==> src/sv/fcc_pkg.sv <==
// Shared types, constants and the byte-wide CRC step for the frame CRC checker.
// No dependencies; every other file takes names from here by scope.
`timescale 1ns / 1ps
`default_nettype none

package fcc_pkg;

    // CRC-16/CCITT-FALSE
    localparam logic [15:0] CRC_POLY = 16'h1021;
    localparam logic [15:0] CRC_INIT = 16'hFFFF;
    localparam logic [15:0] CRC_TOP  = 16'h8000;

    // Sync characters 'F' and 'L'
    localparam logic [7:0] SYNC_A = 8'h46;
    localparam logic [7:0] SYNC_B = 8'h4C;

    // Header byte offsets within a frame
    localparam int unsigned POS_SYNC_A  = 0;
    localparam int unsigned POS_SYNC_B  = 1;
    localparam int unsigned POS_VERSION = 2;
    localparam int unsigned POS_TYPE    = 3;
    localparam int unsigned POS_SEQ_LO  = 4;
    localparam int unsigned POS_SEQ_HI  = 5;
    localparam int unsigned POS_STATE   = 6;
    localparam int unsigned POS_TIME_0  = 7;
    localparam int unsigned POS_TIME_1  = 8;
    localparam int unsigned POS_TIME_2  = 9;
    localparam int unsigned POS_TIME_3  = 10;
    localparam int unsigned POS_TEXT    = 11;

    // Configuration register indexes
    localparam logic [1:0] CFG_EXPECTED_VERSION = 2'd0;
    localparam logic [1:0] CFG_TELEMETRY_TYPE   = 2'd1;
    localparam logic [1:0] CFG_STATUS_TYPE      = 2'd2;
    localparam logic [1:0] CFG_TEXT_LIMIT       = 2'd3;

    // Configuration reset values
    localparam logic [7:0] RST_EXPECTED_VERSION = 8'd1;
    localparam logic [7:0] RST_TELEMETRY_TYPE   = 8'd1;
    localparam logic [7:0] RST_STATUS_TYPE      = 8'd2;
    localparam logic [7:0] RST_TEXT_LIMIT       = 8'd34;

    // Result queue depth and pointer width
    localparam int unsigned QUEUE_DEPTH = 3;
    localparam int unsigned QPTR_W      = 2;
    localparam int unsigned QCNT_W      = 2;

    typedef enum logic [2:0] {
        ERR_OK          = 3'd0,
        ERR_SHORT       = 3'd1,
        ERR_BAD_SYNC    = 3'd2,
        ERR_BAD_VERSION = 3'd3,
        ERR_BAD_CRC     = 3'd4,
        ERR_TEXT_LONG   = 3'd5,
        ERR_UNKNOWN     = 3'd6
    } err_code_t;

    typedef struct packed {
        logic [7:0] expected_version;
        logic [7:0] telemetry_type_code;
        logic [7:0] status_type_code;
        logic [7:0] text_limit;
    } cfg_t;

    typedef struct packed {
        err_code_t   error_code;
        logic [15:0] sequence_res;
        logic [7:0]  frame_type;
        logic [7:0]  vehicle_state;
        logic [31:0] time_ms;
        logic [7:0]  text_length;
    } result_t;

    // Fold one byte into the running CRC, MSB first
    function automatic logic [15:0] crc_byte(input logic [15:0] crc, input logic [7:0] b);
        logic [15:0] c;
        c = crc ^ {b, 8'h00};
        for (int k = 0; k < 8; k++) begin
            if ((c & CRC_TOP) != 16'h0000)
                c = {c[14:0], 1'b0} ^ CRC_POLY;
            else
                c = {c[14:0], 1'b0};
        end
        return c;
    endfunction

endpackage

`default_nettype wire

==> src/sv/fcc_frame_track.sv <==
// Frame tracker: byte position, running CRC, sync flag, header capture and verdict.
// Depends on fcc_pkg for the CRC step, the config struct and the result struct.
`timescale 1ns / 1ps
`default_nettype none

module fcc_frame_track #(
    parameter int unsigned FRAME_BYTES = 48
) (
    input  wire logic                 clk,
    input  wire logic                 rst_n,
    input  wire logic                 fire,
    input  wire logic [7:0]           byte_in,
    input  wire logic                 start_in,
    input  wire fcc_pkg::cfg_t        cfg,
    output logic                      push,
    output fcc_pkg::result_t          result
);

    localparam int unsigned POS_W = $clog2(FRAME_BYTES);
    localparam logic [POS_W-1:0] POS_LAST    = POS_W'(FRAME_BYTES - 1);
    localparam logic [POS_W-1:0] POS_TRAILER = POS_W'(FRAME_BYTES - 2);

    logic [POS_W-1:0] pos_reg,  pos_next;
    logic             open_reg, open_next;
    logic [15:0]      crc_reg,  crc_next;
    logic             sync_reg, sync_next;
    logic [7:0]       trailer_reg, trailer_next;
    logic [7:0]       version_reg, version_next;
    logic [7:0]       type_reg,    type_next;
    logic [15:0]      seq_reg,     seq_next;
    logic [7:0]       state_reg,   state_next;
    logic [31:0]      time_reg,    time_next;
    logic [7:0]       text_reg,    text_next;

    logic             open_eff;
    logic [POS_W-1:0] pos_eff;
    logic [15:0]      crc_eff;
    logic             sync_eff;
    logic             short_hit;
    logic             last_hit;
    logic [15:0]      rx_crc;
    logic             is_status;
    fcc_pkg::err_code_t code;

    // Track the frame and form the verdict
    always_comb
    begin
        open_eff = open_reg  | start_in;
        pos_eff  = start_in ? '0 : pos_reg;
        crc_eff  = start_in ? fcc_pkg::CRC_INIT : crc_reg;
        sync_eff = start_in | sync_reg;

        short_hit = fire & start_in & open_reg;
        last_hit  = fire & open_eff & (pos_eff == POS_LAST);

        pos_next     = pos_reg;
        open_next    = open_reg;
        crc_next     = crc_reg;
        sync_next    = sync_reg;
        trailer_next = trailer_reg;
        version_next = version_reg;
        type_next    = type_reg;
        seq_next     = seq_reg;
        state_next   = state_reg;
        time_next    = time_reg;
        text_next    = text_reg;

        if (fire && open_eff)
        begin
            open_next = 1'b1;
            crc_next  = crc_eff;
            sync_next = sync_eff;
            if (pos_eff < POS_TRAILER)
                crc_next = fcc_pkg::crc_byte(crc_eff, byte_in);
            if (pos_eff == POS_W'(fcc_pkg::POS_SYNC_A) && byte_in != fcc_pkg::SYNC_A)
                sync_next = 1'b0;
            if (pos_eff == POS_W'(fcc_pkg::POS_SYNC_B) && byte_in != fcc_pkg::SYNC_B)
                sync_next = 1'b0;

            // Capture header bytes
            if (pos_eff == POS_W'(fcc_pkg::POS_VERSION)) version_next = byte_in;
            if (pos_eff == POS_W'(fcc_pkg::POS_TYPE))    type_next    = byte_in;
            if (pos_eff == POS_W'(fcc_pkg::POS_SEQ_LO))  seq_next[7:0]   = byte_in;
            if (pos_eff == POS_W'(fcc_pkg::POS_SEQ_HI))  seq_next[15:8]  = byte_in;
            if (pos_eff == POS_W'(fcc_pkg::POS_STATE))   state_next   = byte_in;
            if (pos_eff == POS_W'(fcc_pkg::POS_TIME_0))  time_next[7:0]   = byte_in;
            if (pos_eff == POS_W'(fcc_pkg::POS_TIME_1))  time_next[15:8]  = byte_in;
            if (pos_eff == POS_W'(fcc_pkg::POS_TIME_2))  time_next[23:16] = byte_in;
            if (pos_eff == POS_W'(fcc_pkg::POS_TIME_3))  time_next[31:24] = byte_in;
            if (pos_eff == POS_W'(fcc_pkg::POS_TEXT))    text_next    = byte_in;
            if (pos_eff == POS_TRAILER)                  trailer_next = byte_in;

            if (pos_eff == POS_LAST)
            begin
                open_next = 1'b0;
                pos_next  = '0;
            end
            else
            begin
                pos_next = pos_eff + POS_W'(1);
            end
        end

        // Verdict, checks in priority order
        rx_crc    = {byte_in, trailer_reg};
        is_status = 1'b0;
        if (!sync_reg)
            code = fcc_pkg::ERR_BAD_SYNC;
        else if (version_reg != cfg.expected_version)
            code = fcc_pkg::ERR_BAD_VERSION;
        else if (rx_crc != crc_reg)
            code = fcc_pkg::ERR_BAD_CRC;
        else if (type_reg == cfg.status_type_code)
        begin
            is_status = 1'b1;
            code = (text_reg > cfg.text_limit) ? fcc_pkg::ERR_TEXT_LONG : fcc_pkg::ERR_OK;
        end
        else if (type_reg != cfg.telemetry_type_code)
            code = fcc_pkg::ERR_UNKNOWN;
        else
            code = fcc_pkg::ERR_OK;

        // Build the result; header fields only on ok or late errors
        push   = short_hit | last_hit;
        result = '0;
        if (short_hit)
        begin
            result.error_code = fcc_pkg::ERR_SHORT;
        end
        else
        begin
            result.error_code = code;
            if (code == fcc_pkg::ERR_OK || code == fcc_pkg::ERR_TEXT_LONG ||
                code == fcc_pkg::ERR_UNKNOWN)
            begin
                result.sequence_res  = seq_reg;
                result.frame_type    = type_reg;
                result.vehicle_state = state_reg;
                result.time_ms       = time_reg;
                if (is_status)
                    result.text_length = text_reg;
            end
        end
    end

    // Hold frame control state
    always_ff @(posedge clk or negedge rst_n)
    begin
        if (!rst_n)
        begin
            pos_reg  <= '0;
            open_reg <= 1'b0;
            crc_reg  <= fcc_pkg::CRC_INIT;
            sync_reg <= 1'b1;
        end
        else
        begin
            pos_reg  <= pos_next;
            open_reg <= open_next;
            crc_reg  <= crc_next;
            sync_reg <= sync_next;
        end
    end

    // Header and trailer capture; every byte is written before the verdict reads it
    always_ff @(posedge clk)
    begin
        trailer_reg <= trailer_next;
        version_reg <= version_next;
        type_reg    <= type_next;
        seq_reg     <= seq_next;
        state_reg   <= state_next;
        time_reg    <= time_next;
        text_reg    <= text_next;
    end

endmodule

`default_nettype wire

==> config.mk <==
export PLATFORM = sky130hd
export DESIGN_NAME = fcc_frame_track
export DESIGN_NICKNAME = d
export VERILOG_FILES = /design/src/sv/fcc_pkg.sv /design/src/sv/fcc_frame_track.sv
export SDC_FILE = /design/constraint.sdc
export NUM_CORES = 1
export LEC_CHECK = 0
export BUFFER_PORTS_ARGS = -buffer_cell sky130_fd_sc_hd__buf_2
export CORE_MARGIN = 2
export CORE_UTILIZATION = 55
export CTS_CLUSTER_DIAMETER = 80
export DETAILED_ROUTE_END_ITERATION = 12
export GPL_ROUTABILITY_DRIVEN = 0
export PLACE_DENSITY_LB_ADDON = 0.1
export SETUP_SLACK_MARGIN = 0.4
export SLEW_MARGIN = 5
export SYNTH_ARGS = -nofsm -noshare
export SYNTH_HDL_FRONTEND = slang
export SYNTH_SLANG_ARGS = --single-unit
==> constraint.sdc <==
create_clock -name clk -period 3.3 [get_ports clk]
set_input_delay 0.33 -clock clk [delete_from_list [all_inputs] [get_ports clk]]
set_output_delay 0.33 -clock clk [all_outputs]
set_load 0.02 [all_outputs]
# [After elaboration in Yosys (flattened, before gate mapping)]
# Index checks and enable logic that the tools add are counted.
[op_classes] n_eq_ne=21 n_reduce_logical=18 muxes=43 n_bitwise=16 addsub=1 order_cmp=2
[ops] cell="16-bit 2-to-1 mux" n=16
[ops] cell="72-bit 2-to-1 mux" n=2
[ops] cell="13-bit 2-to-1 mux" n=8
[ops] cell="6-bit by 3-bit == test with 1-bit output, second input constant" n=4
[ops] cell="6-bit by 4-bit == test with 1-bit output, second input constant" n=4
[ops] cell="3-bit NOT" n=8
[ops] cell="2-bit AND reduction" n=11
[ops] cell="3-bit 2-to-1 mux" n=7
[ops] cell="16-bit inequality test" n=1
[ops] cell="8-bit by 7-bit inequality test with 1-bit output, second input constant" n=2
[ops] cell="8-bit inequality test" n=2
[ops] cell="16-bit XOR" n=1
[ops] cell="6-bit by 2-bit == test with 1-bit output, second input constant" n=2
[ops] cell="6-bit == test, second input constant" n=2
[ops] cell="6-bit 2-to-1 mux" n=2
[ops] cell="8-bit == test" n=1
[ops] cell="8-bit greater-than comparator" n=1
[ops] cell="8-bit 2-to-1 mux" n=1
[ops] cell="1-bit 2-to-1 mux" n=7
[ops] cell="6-bit by 1-bit adder with 6-bit output, second input constant" n=1
[ops] cell="3-bit == test, second input constant" n=2
[ops] cell="6-bit by 1-bit == test with 1-bit output, second input constant" n=1
[ops] cell="6-bit logical NOT" n=1
[ops] cell="6-bit < comparator, second input constant" n=1
[ops] cell="5 further kinds" n=13
[totals] word_cells=116 ff_bits=112 output_inout_bits=76

# [Longest topological paths before layout]
[depth] ltp_word=33 mapped_depth=9 mapped_depth_nobuf=9

# [Worst setup path before layout]
# OpenSTA, ideal clock, no wires.
[synth_path] kind="register -> register" from="register open_reg" to="register trailer_reg[0] (enable)" required_time_ns=2.905 synth_period_minus_slack_ns=2.390 t_arrival_ns=1.995 setup_ns=0.395 n_path_buf=2 stages_incl_launch_ff=6 slack_ns=0.910 path_cell_list="dfrtp_1 > clkbuf_1 > o21a_1 > clkbuf_1 > nand2_1 > nor4_1"
[synth_via] elab_chain_len=3
[synth_lines] item="start: declaration" line="fcc_frame_track.sv:24" rtl="logic open_reg, open_next;"
[synth_lines] item="start signal: assignment" line="fcc_frame_track.sv:159" rtl="open_reg <= open_next;"
[synth_lines] item="1-bit bitwise OR" line="fcc_frame_track.sv:48" rtl="open_eff = open_reg | start_in;"
[synth_lines] item="1-bit logical AND" line="fcc_frame_track.sv:68" rtl="if (fire && open_eff)"
[synth_lines] item="2-bit AND reduction (no source line)"
[synth_lines] item="end signal: assignment" line="fcc_frame_track.sv:168" rtl="trailer_reg <= trailer_next;"
[synth_lines] item="end: declaration" line="fcc_frame_track.sv:27" rtl="logic [7:0] trailer_reg, trailer_next;"
# No other way between the ends.
# A chain may end at the register's enable or synchronous reset.

==> impl_metrics.csv <==
group,metric,value,unit
status,status,"complete, no violations",
power,ir_worst_vdd,419,uV
power,combPwrFrac,19.6,%
setup_path,crit_slowest_cell,"dfstp_2",
final_layout,diodes,0,
final_layout,largest_reg_flops,32,
routing,wire_per_inst,17.0,um
placed_design,io_buffers,119,
clock_network,clockBufferDepth,2,
setup_path,cp-end-kind,"primary output",
floorplanning,die_w,104,um
floorplanning,initial_core_util,56.7,%
sta,fin_crit,2.79,ns
setup_path,critical_path.endpoint,"result[71]",
power,p_sw_share,29.5,%
clock_network,tritoncts,"yes",
synth,yosysSeqAreaShare,59.2,%
sta,finalHoldViolCount,0,
final_layout,instances_no_fill,726,
synth,syn_nets,522,
placed_design,hpwl,8.59,mm
synth,synth_top_area_share,47.9,%
setup_path,crit_path_start,"crc_reg[14]",
power,power_frac_clock,24.5,%
routing,postRouteAntennaNets,0,
sta,max_freq,358,MHz
setup_path,critical_path_class,"register to primary output",
sta,finalMaxSlewViolations,0,
power,p_per_area,507,nW/um2
sta,maxSlewHeadroom,52.1,%
clock_network,clkTransAtPathRegs,0.11,ns
setup_path,r2r_slack,1.24,ns
clock_network,cts_buffers,9,
sta,fin_skew,0.0171,ns
floorplanning,io_pins,120,
power,power_frac_seq,55.9,%
routing,vias,3789,
hold_path,hold_path_class,"primary input to register",
setup_path,worst-path-stages,7,
final_layout,fillCellCount,767,
synth,postSynthCellCount,466,
global_routing,grt_pass1_wl,19.4,mm
routing,drt_first_pass_iters,5,
setup_path,critPathBufInv,2,
hold_path,hold_path_depth,2,
floorplanning,die_h,104,um
synth,synthArstFlopShare,21.4,%
synth,avgSynthCellArea,11.8,um2
final_layout,final_nets,644,
setup_path,critical_path_arrival,2.46,ns
setup_path,cp-start-kind,"register",
clock_network,clock_latency,0.37,ns
floorplanning,design.core.area,9730,um2
final_layout,final_cell_mix,"buf_2, edfxtp_1, and2_1",
floorplanning,die_area,10800,um2
sta,worstMarginPinSlew,0.715,ns
global_routing,gr-usage-all-layers,23.2,%
setup_path,r2r_cells,3,
setup_path,critPathMaxFanout,32,
clock_network,root_buffer,"clkbuf_8",
final_layout,final_common_cell,"buf_2",
placed_design,placed_cells,705,
power,finalPower,0.00330,W
floorplanning,std_cell_rows,36,
global_routing,grt_pass1_vias,3607,
synth,synth_area,5510,um2
final_layout,syn2layout_area_growth,17.9,%
global_routing,overflow,0,
global_routing,grt_max_degree,65,
global_routing,antenna_found_initial,0,
synth,synth_top_flop_cell,"edfxtp_1",
setup_path,crit-reg2reg-launch,"open_reg",
sta,fin_tns_setup,0,ns
setup_path,crit_chain,"xnor2_1 > nand4_1 > nor4_4 > and3_4 > clkbuf_16 > and2_1 > buf_2",
sta,rsz0062_at_grt,"true",
setup_path,required,2.97,ns
setup_path,cp_slowest_stage_delay,0.62,ns
synth,synthTopCellsByArea,"edfxtp_1, and2_1, dfstp_2",
synth,synth-edff-count,88,
power,power_switching,0.000972,W
routing,drtIter0Drc,257,
job,max_cap_violations,0,
clock_network,cts.htree.levels,3,
routing,routed_via_density,5.22,
final_layout,drive_gt1_share,29.2,%
power,p_leak,2.71,nW
setup_path,rr_endpoint,"version_reg[6]",
power,intPower,0.00233,W
setup_path,crit_family,"simple AND/OR/NAND/NOR gates",
sta,report.final.setup_viol,0,
routing,drc,0,
routing,wirelength,12.3,mm
synth,ys_warn_count,0,
clock_network,clock-sinks,112,
sta,fin_crit_sh,84.6,%
synth,ys_ff_latch,112,
synth,synth_largest_area_cell,"edfxtp_1",
synth,synth.distinct_cells,41,
==> final cells by class <==
cell class / count / area, um2 / area share [%]
sequential: 112 / 3260 / 50.2
multi-input combinational: 315 / 2050 / 31.6
timing repair buffer: 138 / 771 / 11.9
tap: 133 / 166 / 2.56
clock buffer: 9 / 124 / 1.91
clock inverter: 7 / 76.3 / 1.17
inverter: 12 / 45.0 / 0.693
==> power by group through the flow <==
stage	registers (W)	clock network, W	logic [W]
global placement	0.00187	0	0.000628
detailed placement	0.00187	0	0.000648
CTS	0.00184	0.000830	0.000653
global route	0.00187	0.000885	0.000728
finish	0.00184	0.000808	0.000647
floorplan	0.00179	0	0.000550
==> metrics by stage <==
stage	hold WS, ns	util, %	setup slack, ns	cell area, um2
floorplan	0.0344	-	0.910	5510
global placement	0.357	63.9	0.626	6220
detailed placement	0.356	63.9	0.591	6220
CTS	0.257	66.2	0.407	6440
global route	0.285	66.8	0.371	6500
finish	0.274	66.8	0.507	6500
==> cell usage after synthesis (9+ instances only) <==
library cell,instances
dfstp_2,17
nor2_1,37
o21ai_0,22
inv_1,12
xor2_1,24
ha_1,12
nand2_1,35
and2_1,74
clkbuf_1,11
xnor2_1,48
nand4_1,10
edfxtp_1,88
a21oi_1,9
==> worst min-delay path by stage <==
stage	start	to	slack [ns]
4_1_cts	fire	pos_reg[2]	0.26
3_5_place_dp	rst_n	pos_reg[4]	0.36
6_report	fire	pos_reg[2]	0.27
3_3_place_gp	rst_n	pos_reg[5]	0.36
2_1_floorplan	rst_n	open_reg	0.03
5_1_grt	fire	pos_reg[2]	0.29
==> metal layers <==
| layer | track usage, % | part of all wire (%) | up-vias |
|---|---|---|---|
| li1 | - | - | 1831 |
| met1 | 32.3 | 45 | 1794 |
| met2 | 37.9 | 48 | 151 |
| met3 | 3.76 | 6.0 | 13 |
| met4 | 6.66 | 1.4 | 0 |
| met5 | 0 | 0 | - |
==> cell families (layout without fill, tap and decap cells) <==
logic type / count (synthesis) / count (layout) / share of synthesized area, %
xor+xnor: 72 / 72 / 11.4
fa+ha+maj: 12 / 12 / 2.72
simple gates: 178 / 178 / 17.4
compound gates: 53 / 53 / 5.54
buf+inv: 39 / 166 / 3.72
flops: 112 / 112 / 59.2
==> timing repair <==
action,4_1_cts,5_1_grt
endpoints found under the hold margin,7,0
setup endpoints to repair,64,65
pin swaps,0,2
cloned,0,1
hold buffers,1,0
resized for setup,3,3
buffers inserted,0,3
No activity file was read; power rests on OpenSTA's default activity.
